`src/fafcs_pkg.sv`:
```
// shared types, constants and helpers for the fully associative cache trace simulator
// no dependencies; imported by fafcs_cache, fifo_fully_associative_cache_sim and tb
package fafcs_pkg;

  localparam int unsigned LINES = 8;
  localparam int unsigned PTR_W = (LINES > 1) ? $clog2(LINES) : 1;
  localparam int unsigned ADDR_W = 32;
  localparam int unsigned CNT_W = 32;
  localparam int unsigned SHIFT_W = 5;
  localparam logic [SHIFT_W-1:0] SHIFT_RESET = SHIFT_W'(9);
  localparam logic [PTR_W-1:0] PTR_LAST = PTR_W'(LINES - 1);

  typedef logic [ADDR_W-1:0] tag_t;
  typedef logic [CNT_W-1:0] count_t;

  typedef struct packed {
    logic is_instruction;
    logic [ADDR_W-1:0] access_address;
  } access_t;

  typedef struct packed {
    logic unified_hit;
    logic split_hit;
    count_t unified_hit_total;
    count_t instruction_hit_total;
    count_t instruction_access_total;
    count_t data_hit_total;
    count_t data_access_total;
  } result_t;

  // holds at all ones instead of wrapping
  function automatic count_t sat_inc(input count_t v);
    sat_inc = (&v) ? v : v + count_t'(1);
  endfunction

endpackage

```
`src/fafcs_cache.sv`:
```
// one fully associative cache: tags, valid bits, round-robin victim pointer
// depends on fafcs_pkg
module fafcs_cache import fafcs_pkg::*; (
  input  logic clk,
  input  logic rst,
  input  logic lookup,
  input  tag_t lookup_tag,
  output logic hit
);

  tag_t tags [LINES];
  logic [LINES-1:0] valid;
  logic [PTR_W-1:0] victim_ptr;
  logic [PTR_W-1:0] victim_ptr_next;
  logic [LINES-1:0] match;

  // parallel compare against every line
  always_comb begin
    for (int i = 0; i < LINES; i++) begin
      match[i] = valid[i] && (tags[i] == lookup_tag);
    end
  end

  assign hit = |match;
  assign victim_ptr_next = (victim_ptr == PTR_LAST) ? '0 : victim_ptr + PTR_W'(1);

  always_ff @(posedge clk) begin
    if (rst) begin
      valid <= '0;
      victim_ptr <= '0;
    end else if (lookup && !hit) begin
      valid[victim_ptr] <= 1'b1;
      victim_ptr <= victim_ptr_next;
    end
  end

  // tag storage, no reset: only read behind a valid bit
  always_ff @(posedge clk) begin
    if (lookup && !hit) begin
      tags[victim_ptr] <= lookup_tag;
    end
  end

endmodule

```
`src/fifo_fully_associative_cache_sim.sv`:
```
// a beat is registered into in_tag, looked up, and its result registered on rsp with done high
// throughput: one access per cycle; busy stays low, start may be high in every cycle
// the receiver cannot stall: done marks each result on rsp for exactly one cycle
// reset (rst, synchronous): valid bits, victim pointers, counts and strobes cleared,
// line_offset_bits back to 9; tag storage is not cleared
module fifo_fully_associative_cache_sim import fafcs_pkg::*; (
  input  logic clk,
  input  logic rst,
  input  logic cfg_we,
  input  logic [SHIFT_W-1:0] cfg_data,
  input  logic start,
  output logic busy,
  input  access_t req,
  output logic done,
  output result_t rsp
);

  // configuration register
  logic [SHIFT_W-1:0] line_offset_bits;

  // input register stage
  logic in_valid;
  logic in_instr;
  tag_t in_tag;

  // lookup results
  logic uni_hit;
  logic ins_hit;
  logic dat_hit;
  logic split_hit;

  // running counts
  count_t unified_hit_count;
  count_t instr_hit_count;
  count_t instr_access_count;
  count_t data_hit_count;
  count_t data_access_count;
  count_t unified_hit_count_next;
  count_t instr_hit_count_next;
  count_t instr_access_count_next;
  count_t data_hit_count_next;
  count_t data_access_count_next;

  // no stage can stall, so the block never holds off a beat
  assign busy = 1'b0;

  always_ff @(posedge clk) begin
    if (rst) begin
      line_offset_bits <= SHIFT_RESET;
    end else if (cfg_we) begin
      line_offset_bits <= cfg_data;
    end
  end

  // take the beat and form the tag right away; the user must change offset only while idle, unchecked here
  always_ff @(posedge clk) begin
    if (rst) begin
      in_valid <= 1'b0;
    end else begin
      in_valid <= start && !busy;
    end
  end

  always_ff @(posedge clk) begin
    if (start && !busy) begin
      in_instr <= req.is_instruction;
      in_tag <= req.access_address >> line_offset_bits;
    end
  end

  // unified cache sees every access, split caches only their own kind
  fafcs_cache u_unified (
    .clk        (clk),
    .rst        (rst),
    .lookup     (in_valid),
    .lookup_tag (in_tag),
    .hit        (uni_hit)
  );

  fafcs_cache u_instr (
    .clk        (clk),
    .rst        (rst),
    .lookup     (in_valid && in_instr),
    .lookup_tag (in_tag),
    .hit        (ins_hit)
  );

  fafcs_cache u_data (
    .clk        (clk),
    .rst        (rst),
    .lookup     (in_valid && !in_instr),
    .lookup_tag (in_tag),
    .hit        (dat_hit)
  );

  assign split_hit = in_instr ? ins_hit : dat_hit;

  // saturating count updates, this access included
  always_comb begin
    unified_hit_count_next = unified_hit_count;
    instr_hit_count_next = instr_hit_count;
    instr_access_count_next = instr_access_count;
    data_hit_count_next = data_hit_count;
    data_access_count_next = data_access_count;
    if (in_valid) begin
      if (uni_hit) begin
        unified_hit_count_next = sat_inc(unified_hit_count);
      end
      if (in_instr) begin
        instr_access_count_next = sat_inc(instr_access_count);
        if (ins_hit) begin
          instr_hit_count_next = sat_inc(instr_hit_count);
        end
      end else begin
        data_access_count_next = sat_inc(data_access_count);
        if (dat_hit) begin
          data_hit_count_next = sat_inc(data_hit_count);
        end
      end
    end
  end

  always_ff @(posedge clk) begin
    if (rst) begin
      unified_hit_count <= '0;
      instr_hit_count <= '0;
      instr_access_count <= '0;
      data_hit_count <= '0;
      data_access_count <= '0;
      done <= 1'b0;
    end else begin
      unified_hit_count <= unified_hit_count_next;
      instr_hit_count <= instr_hit_count_next;
      instr_access_count <= instr_access_count_next;
      data_hit_count <= data_hit_count_next;
      data_access_count <= data_access_count_next;
      done <= in_valid;
    end
  end

  // result register, one beat per access
  always_ff @(posedge clk) begin
    if (in_valid) begin
      rsp.unified_hit <= uni_hit;
      rsp.split_hit <= split_hit;
      rsp.unified_hit_total <= unified_hit_count_next;
      rsp.instruction_hit_total <= instr_hit_count_next;
      rsp.instruction_access_total <= instr_access_count_next;
      rsp.data_hit_total <= data_hit_count_next;
      rsp.data_access_total <= data_access_count_next;
    end
  end

endmodule

```
`config.mk`:
```
export PLATFORM = sky130hd
export DESIGN_NAME = fifo_fully_associative_cache_sim
export DESIGN_NICKNAME = d
export VERILOG_FILES = /design/src/fafcs_pkg.sv /design/src/fafcs_cache.sv /design/src/fifo_fully_associative_cache_sim.sv
export SDC_FILE = /design/constraint.sdc
export NUM_CORES = 2
export LEC_CHECK = 0
export BUFFER_PORTS_ARGS = -buffer_cell sky130_fd_sc_hd__clkbuf_2
export CELL_PAD_IN_SITES_DETAIL_PLACEMENT = 0
export CELL_PAD_IN_SITES_GLOBAL_PLACEMENT = 1
export CORE_MARGIN = 2
export CORE_UTILIZATION = 45
export DETAILED_ROUTE_END_ITERATION = 8
export PLACE_DENSITY = 0.77
export SLEW_MARGIN = 25
export SYNTH_ARGS = -nofsm -noshare
export SYNTH_HDL_FRONTEND = slang
export SYNTH_SLANG_ARGS = --single-unit
```
`constraint.sdc`:
```
create_clock -name clk -period 7.9 [get_ports clk]
set_input_delay 1.185 -clock clk [delete_from_list [all_inputs] [get_ports clk]]
set_output_delay 1.185 -clock clk [all_outputs]
set_load 0.005 [all_outputs]
```
Word level (Yosys, flattened, before mapping)

Memories as Yosys holds them, arrays and structs flattened.
Cells that the tools add are included.

Memories kept: 3
Output and inout port bits: 164
Bits of input ports: 42
Bits in registers: 395
Word-level logic and storage cells: 148
RAM bits: 768

Memory list:

| name           | depth | bits a word | read ports | clocked after memory_dff | write ports | line              | RTL |
|---|---|---|---|---|---|---|---|
| u_data.tags    | 8     | 32          | 8          | 0                        | 1           | fafcs_cache.sv:11 | `tag_t tags [LINES];` |
| u_instr.tags   | 8     | 32          | 8          | 0                        | 1           | fafcs_cache.sv:11 |  |
| u_unified.tags | 8     | 32          | 8          | 0                        | 1           | fafcs_cache.sv:11 |  |

Equality and inequality tests: 27
Multiplexer cells: 33
Add/sub/neg operators: 8
Magnitude comparators: 6
Reduce and logical (&&, ||, !) cells: 44
Shift-type cells: 1
Bitwise logic cells: 3

Operators by type and width:

| operator              | count |
|---|---|
| $eq 32x32->1          | 24 |
| $mux 32               | 17 |
| $add 32x1->32 const B | 5 |
| $reduce_and 32->1     | 5 |
| $logic_and 1x1->1     | 32 |
| $shr 32x5->32         | 1 |
| $or 8x8->8            | 3 |
| $reduce_or 8->1       | 3 |
| $lt 3x4->1 const B    | 3 |
| $mux 1                | 10 |
| $add 3x1->3 const B   | 3 |
| $demux 1 s3           | 3 |
| $eq 3x3->1 const B    | 3 |
| $ge 3x1->1 const B    | 3 |
| $mux 3                | 3 |
| $logic_not 1->1       | 4 |

Logic depth before layout (Yosys ltp)

An unclocked memory read counts as a cell.

Word-level depth: 8
Depth in mapped cells: 13
Depth with buffers taken out: 9

Modules after synthesis

From an unflattened synthesis, not the netlist that was laid out.

Cells, all modules: 3676
Area total of the unflattened synthesis: 51371.8 um2

Modules (own cells, without submodules):

| module                           | cells each | times used | sequential area each (um2) | area an instance (um2) |
|---|---|---|---|---|
| fafcs_cache                      | 701        | 3          | 7907.6                     | 11415.9 |
| fifo_fully_associative_cache_sim | 1573       | 1          | 9198.8                     | 17123.9 |

Worst setup path after synthesis

No wires, ideal clock.

Path kind: reg-to-reg
Start: register in_valid
End: memory u_data.tags[2][0] (netlist bit), enable pin
Clock period less this slack: 8.414 ns
Required time: 7.439 ns
Data arrival time: 7.953 ns
Cell stages (with the launch flop): 6
Library setup time: 0.461 ns
Path slack: -0.514 ns
Buffers on the path: 1
Cell sequence: dfxtp_1 -> inv_1 -> nor2_1 -> clkbuf_1 -> nand2_1 -> nor3_1

Longest elaborated chain between the ends: 4

Ends and longest elaborated chain:

| element                      | line                                   | RTL |
|---|---|---|
| from (decl)                  | fifo_fully_associative_cache_sim.sv:22 | `logic in_valid;` |
| from (signal assigned)       | fifo_fully_associative_cache_sim.sv:60 | `in_valid <= start && !busy;` |
| $logic_and 1x1->1            | fifo_fully_associative_cache_sim.sv:91 | `.lookup (in_valid && !in_instr),` |
| $logic_and 1x1->1            | fafcs_cache.sv:39                      | `if (lookup && !hit) begin` |
| $mux 1                       | fafcs_cache.sv:39                      |  |
| $mux 1 (not written as such) | fafcs_cache.sv:40                      | `tags[victim_ptr] <= lookup_tag;` |
| to (decl)                    | fafcs_cache.sv:11                      |  |

Every way passes these cells.

Worst setup path in the final report

Start: register in_tag[0]
End: memory u_unified.tags[1][5] (netlist bit), enable pin

Longest elaborated chain between the ends: 7

Ends and longest elaborated chain:

| element                          | line                                   | RTL |
|---|---|---|
| from (decl)                      | fifo_fully_associative_cache_sim.sv:24 | `tag_t in_tag;` |
| from (signal assigned)           | fifo_fully_associative_cache_sim.sv:67 | `in_tag <= req.access_address >> line_offset_bits;` |
| $eq 32x32->1                     | fafcs_cache.sv:20                      | `match[i] = valid[i] && (tags[i] == lookup_tag);` |
| $logic_and 1x1->1                | fafcs_cache.sv:20                      |  |
| $reduce_or 8->1 (*)              | fafcs_cache.sv:24                      | `assign hit = \|match;` |
| $logic_not 1->1 (*)              | fafcs_cache.sv:39                      |  |
| $logic_and 1x1->1 (*)            | fafcs_cache.sv:39                      |  |
| $mux 1 (*)                       | fafcs_cache.sv:39                      |  |
| $mux 1 (not written as such) (*) | fafcs_cache.sv:40                      |  |
| to (decl)                        | fafcs_cache.sv:11                      |  |

Mark *: on every way between the ends. The rest lies on a longest branch, timed or not.

==> results.json <==
{
  "tns_ps": 0,
  "yosys_most_used_dff": "edfxtp_1",
  "drtIter0Drc": 2719,
  "cp-start-kind": "flop",
  "htree_levels": 3,
  "antenna_found_initial": 3,
  "p_per_area_mw_per_mm2": 230,
  "grt_pass1_wl_um": 194000,
  "post_cts_resize_count": 0,
  "use_met2_pct": 33.6,
  "syn-cell-area_mm2": 0.0527,
  "finalSetupViolCount": 0,
  "vias": 32495,
  "worst_setup_path_end_kind": "flop",
  "clock_sinks": 1163,
  "nets": 4273,
  "rows": 125,
  "clkTransAtPathRegs_ps": 60,
  "worstSkewPairLatency_ps": 700,
  "dp_hpwl_um": 79800,
  "gr-total-overflow": 0,
  "status": "finished clean",
  "avgViaCountPerCell": 5.56,
  "start_util_pct": 45.3,
  "slew_viol_final": 0,
  "placed_cells": 5625,
  "post-cts-setup-buffers": 0,
  "hold_start": "u_instr.valid[7]$_SDFFE_PP0N_",
  "hold_class": "reg2reg",
  "clock-root-buffer": "clkbuf_16",
  "die-width_um": 346,
  "cts_tree": "yes",
  "wl_per_cell_um": 22.1,
  "final_cell_mix": "963 x edfxtp_1, 557 x xnor2_1, 343 x xor2_1, 258 x nand4_1, 203 x clkbuf_2",
  "place.port_buffers": 204,
  "die_y_um": 346,
  "synthDistinctLibCells": 72,
  "hold_buffers": 0,
  "required_ps": 8300,
  "mostFrequentLayoutCell": "edfxtp_1",
  "finalWorstSetupSlack_ps": 3350,
  "rrSetupSlack_ps": 3350,
  "fill_cells": 9909,
  "antenna_cells": 0,
  "postPlaceCellArea_mm2": 0.0555,
  "drc": 0,
  "whs_ps": 494,
  "gp_congestion": 0.876,
  "hold_viol": 0,
  "post-route-min-period_ps": 4550,
  "period_share_pct": 57.6,
  "fin_worst_skew_ps": 26.3,
  "die_area_mm2": 0.120,
  "p_leak_nw": 19.8,
  "synth_edf_count": 963,
  "holdPathStages": 1,
  "synth-seq-cells": 1163,
  "async_flop_share_pct": 0,
  "core-area_mm2": 0.116,
  "power.total_mw": 13.6,
  "syn_area_per_cell_um2": 13.3,
  "syn-num-nets": 4028,
  "yosysWarnings": 0,
  "syn2layout_area_growth_pct": 12.5,
  "slew_headroom_pct": 31.7,
  "drtAntennaViolNets": 0,
  "critPathKind": "reg2reg",
  "min_delay_worst_endpoint": "u_instr.valid[7]$_SDFFE_PP0N_",
  "post-place-ws_ps": 3440,
  "r2r-start": "in_tag[0]$_DFFE_PP_",
  "ios": 206,
  "stdcell_area_mm2": 0.0593,
  "timing.rr.end": "u_unified.tags[1][5]$_DFFE_PP_",
  "numCtsBuffers": 117,
  "post-route-util_pct": 51.0,
  "grt_busiest_layer": "met2",
  "peakVddDrop_v": 0.000162,
  "rr_worst_depth": 12,
  "crit_fanout": 32,
  "grt_use_met3_pct": 3.68,
  "fin_cells": 5847,
  "gr-usage-all-layers_pct": 21.1,
  "grt_pass1_vias": 31567,
  "drive_gt1_share_pct": 15.2,
  "clock.fmax_ghz": 0.220,
  "syn_inst": 3975,
  "worstMarginPinSlew_ps": 1020,
  "drt-pass1-iter-count": 6,
  "gr-usage-met1_pct": 29.5,
  "yosysSeqAreaShare_pct": 62.5,
  "grt_max_degree": 117,
  "routed_wl_um": 129000,
  "grt_setup_unrepaired": "no",
  "cp.arrival_ps": 4950,
  "clk_path_buf_depth": 3,
  "maxCapViolCount": 0
}
==> worst max-delay path: stages (launching register included) <==
cell	delay (ps)
edfxtp_1	840
buf_4	340
buf_4	290
nand2b_1	170
nand3_1	100
a2111oi_0	720
nand3_1	200
and4_1	240
nor4bb_4	180
buf_4	250
nand2_1	500
nor3_2	100
buf_4	290
==> synth_stat cells (all sizes together) (14+ instances only) <==
| cell type | n | area share, % |
|---|---|---|
| a21oi | 31 | 0.29 |
| and2 | 87 | 1.0 |
| and3 | 42 | 0.50 |
| and4 | 21 | 0.35 |
| buf | 117 | 1.5 |
| clkbuf | 57 | 0.41 |
| dfxtp | 200 | 7.6 |
| edfxtp | 963 | 55 |
| inv | 38 | 0.27 |
| mux2 | 86 | 1.8 |
| mux2i | 35 | 0.66 |
| mux4 | 14 | 0.60 |
| nand2 | 198 | 1.4 |
| nand2b | 42 | 0.50 |
| nand3 | 125 | 1.2 |
| nand4 | 258 | 3.1 |
| nand4b | 17 | 0.28 |
| nor2 | 200 | 1.4 |
| nor2b | 85 | 1.0 |
| nor3 | 75 | 0.76 |
| nor4 | 174 | 2.2 |
| nor4b | 25 | 0.50 |
| o21ai | 29 | 0.28 |
| or2 | 14 | 0.17 |
| or4 | 18 | 0.27 |
| xnor2 | 557 | 9.3 |
| xor2 | 343 | 5.7 |
==> sequential cells by signal (all words and copies together), names as in the netlist <==
| register | flops |
|---|---|
| instr_access_count | 32 |
| u_unified.victim_ptr | 3 |
| unified_hit_count | 32 |
| u_unified.tags | 256 |
| in_valid | 1 |
| u_instr.valid | 8 |
| in_tag | 32 |
| u_data.victim_ptr | 3 |
| u_instr.tags | 256 |
| u_data.tags | 256 |
| data_hit_count | 32 |
| u_unified.valid | 8 |
| line_offset_bits | 5 |
| done | 1 |
| data_access_count | 32 |
| rsp | 162 |
| u_data.valid | 8 |
| in_instr | 1 |
| instr_hit_count | 32 |
| u_instr.victim_ptr | 3 |
==> cell type report <==
class / count / area, µm² / share of cell area (%)
clock buffer: 167 / 3340 / 5.63
timing repair buffer: 300 / 1810 / 3.06
tap: 1524 / 1910 / 3.22
sequential: 1163 / 32900 / 55.5
inverter: 39 / 149 / 0.251
multi-input combinational: 2599 / 18700 / 31.6
clock inverter: 55 / 444 / 0.749
==> where the power goes <==
part           total (mW)  internal, mW  switching, mW  leakage, nW
clock network        5.43          3.10           2.33         1.88
registers            6.87          6.80         0.0732         10.3
logic                1.33         0.416          0.917         7.58
total                13.6          10.3           3.32         19.8
==> how the worst max path moves through the flow <==
stage,startpoint,end,slack (ps),cells after the start
after floorplan,in_valid$_SDFF_PP0_,u_instr.tags[0][0]$_DFFE_PP_,1210,4
after global placement,in_tag[0]$_DFFE_PP_,u_unified.tags[4][0]$_DFFE_PP_,3490,12
after detailed placement,in_tag[0]$_DFFE_PP_,u_unified.tags[1][28]$_DFFE_PP_,3440,12
after CTS,in_tag[0]$_DFFE_PP_,u_unified.tags[1][7]$_DFFE_PP_,3400,12
after global routing,in_tag[0]$_DFFE_PP_,u_data.tags[1][26]$_DFFE_PP_,3190,11
final,in_tag[0]$_DFFE_PP_,u_unified.tags[1][5]$_DFFE_PP_,3350,12
==> logic make-up after synthesis <==
logic type	Yosys count	share of synthesized area, %
simple gates	1417	15.2
flops	1163	62.5
xor+xnor	900	15.0
buf+inv	213	2.23
compound gates	135	1.76
mux	135	3.11
fa+ha+maj	11	0.261
other cells	1	0.00712
==> per-layer routing <==
layer	routed length, µm	share of wire, %
met3	9680	7.5
met5	0	0
met2	59100	46
met4	3680	2.9
met1	56400	44
Note: power is estimated with default switching activity, not from simulation.
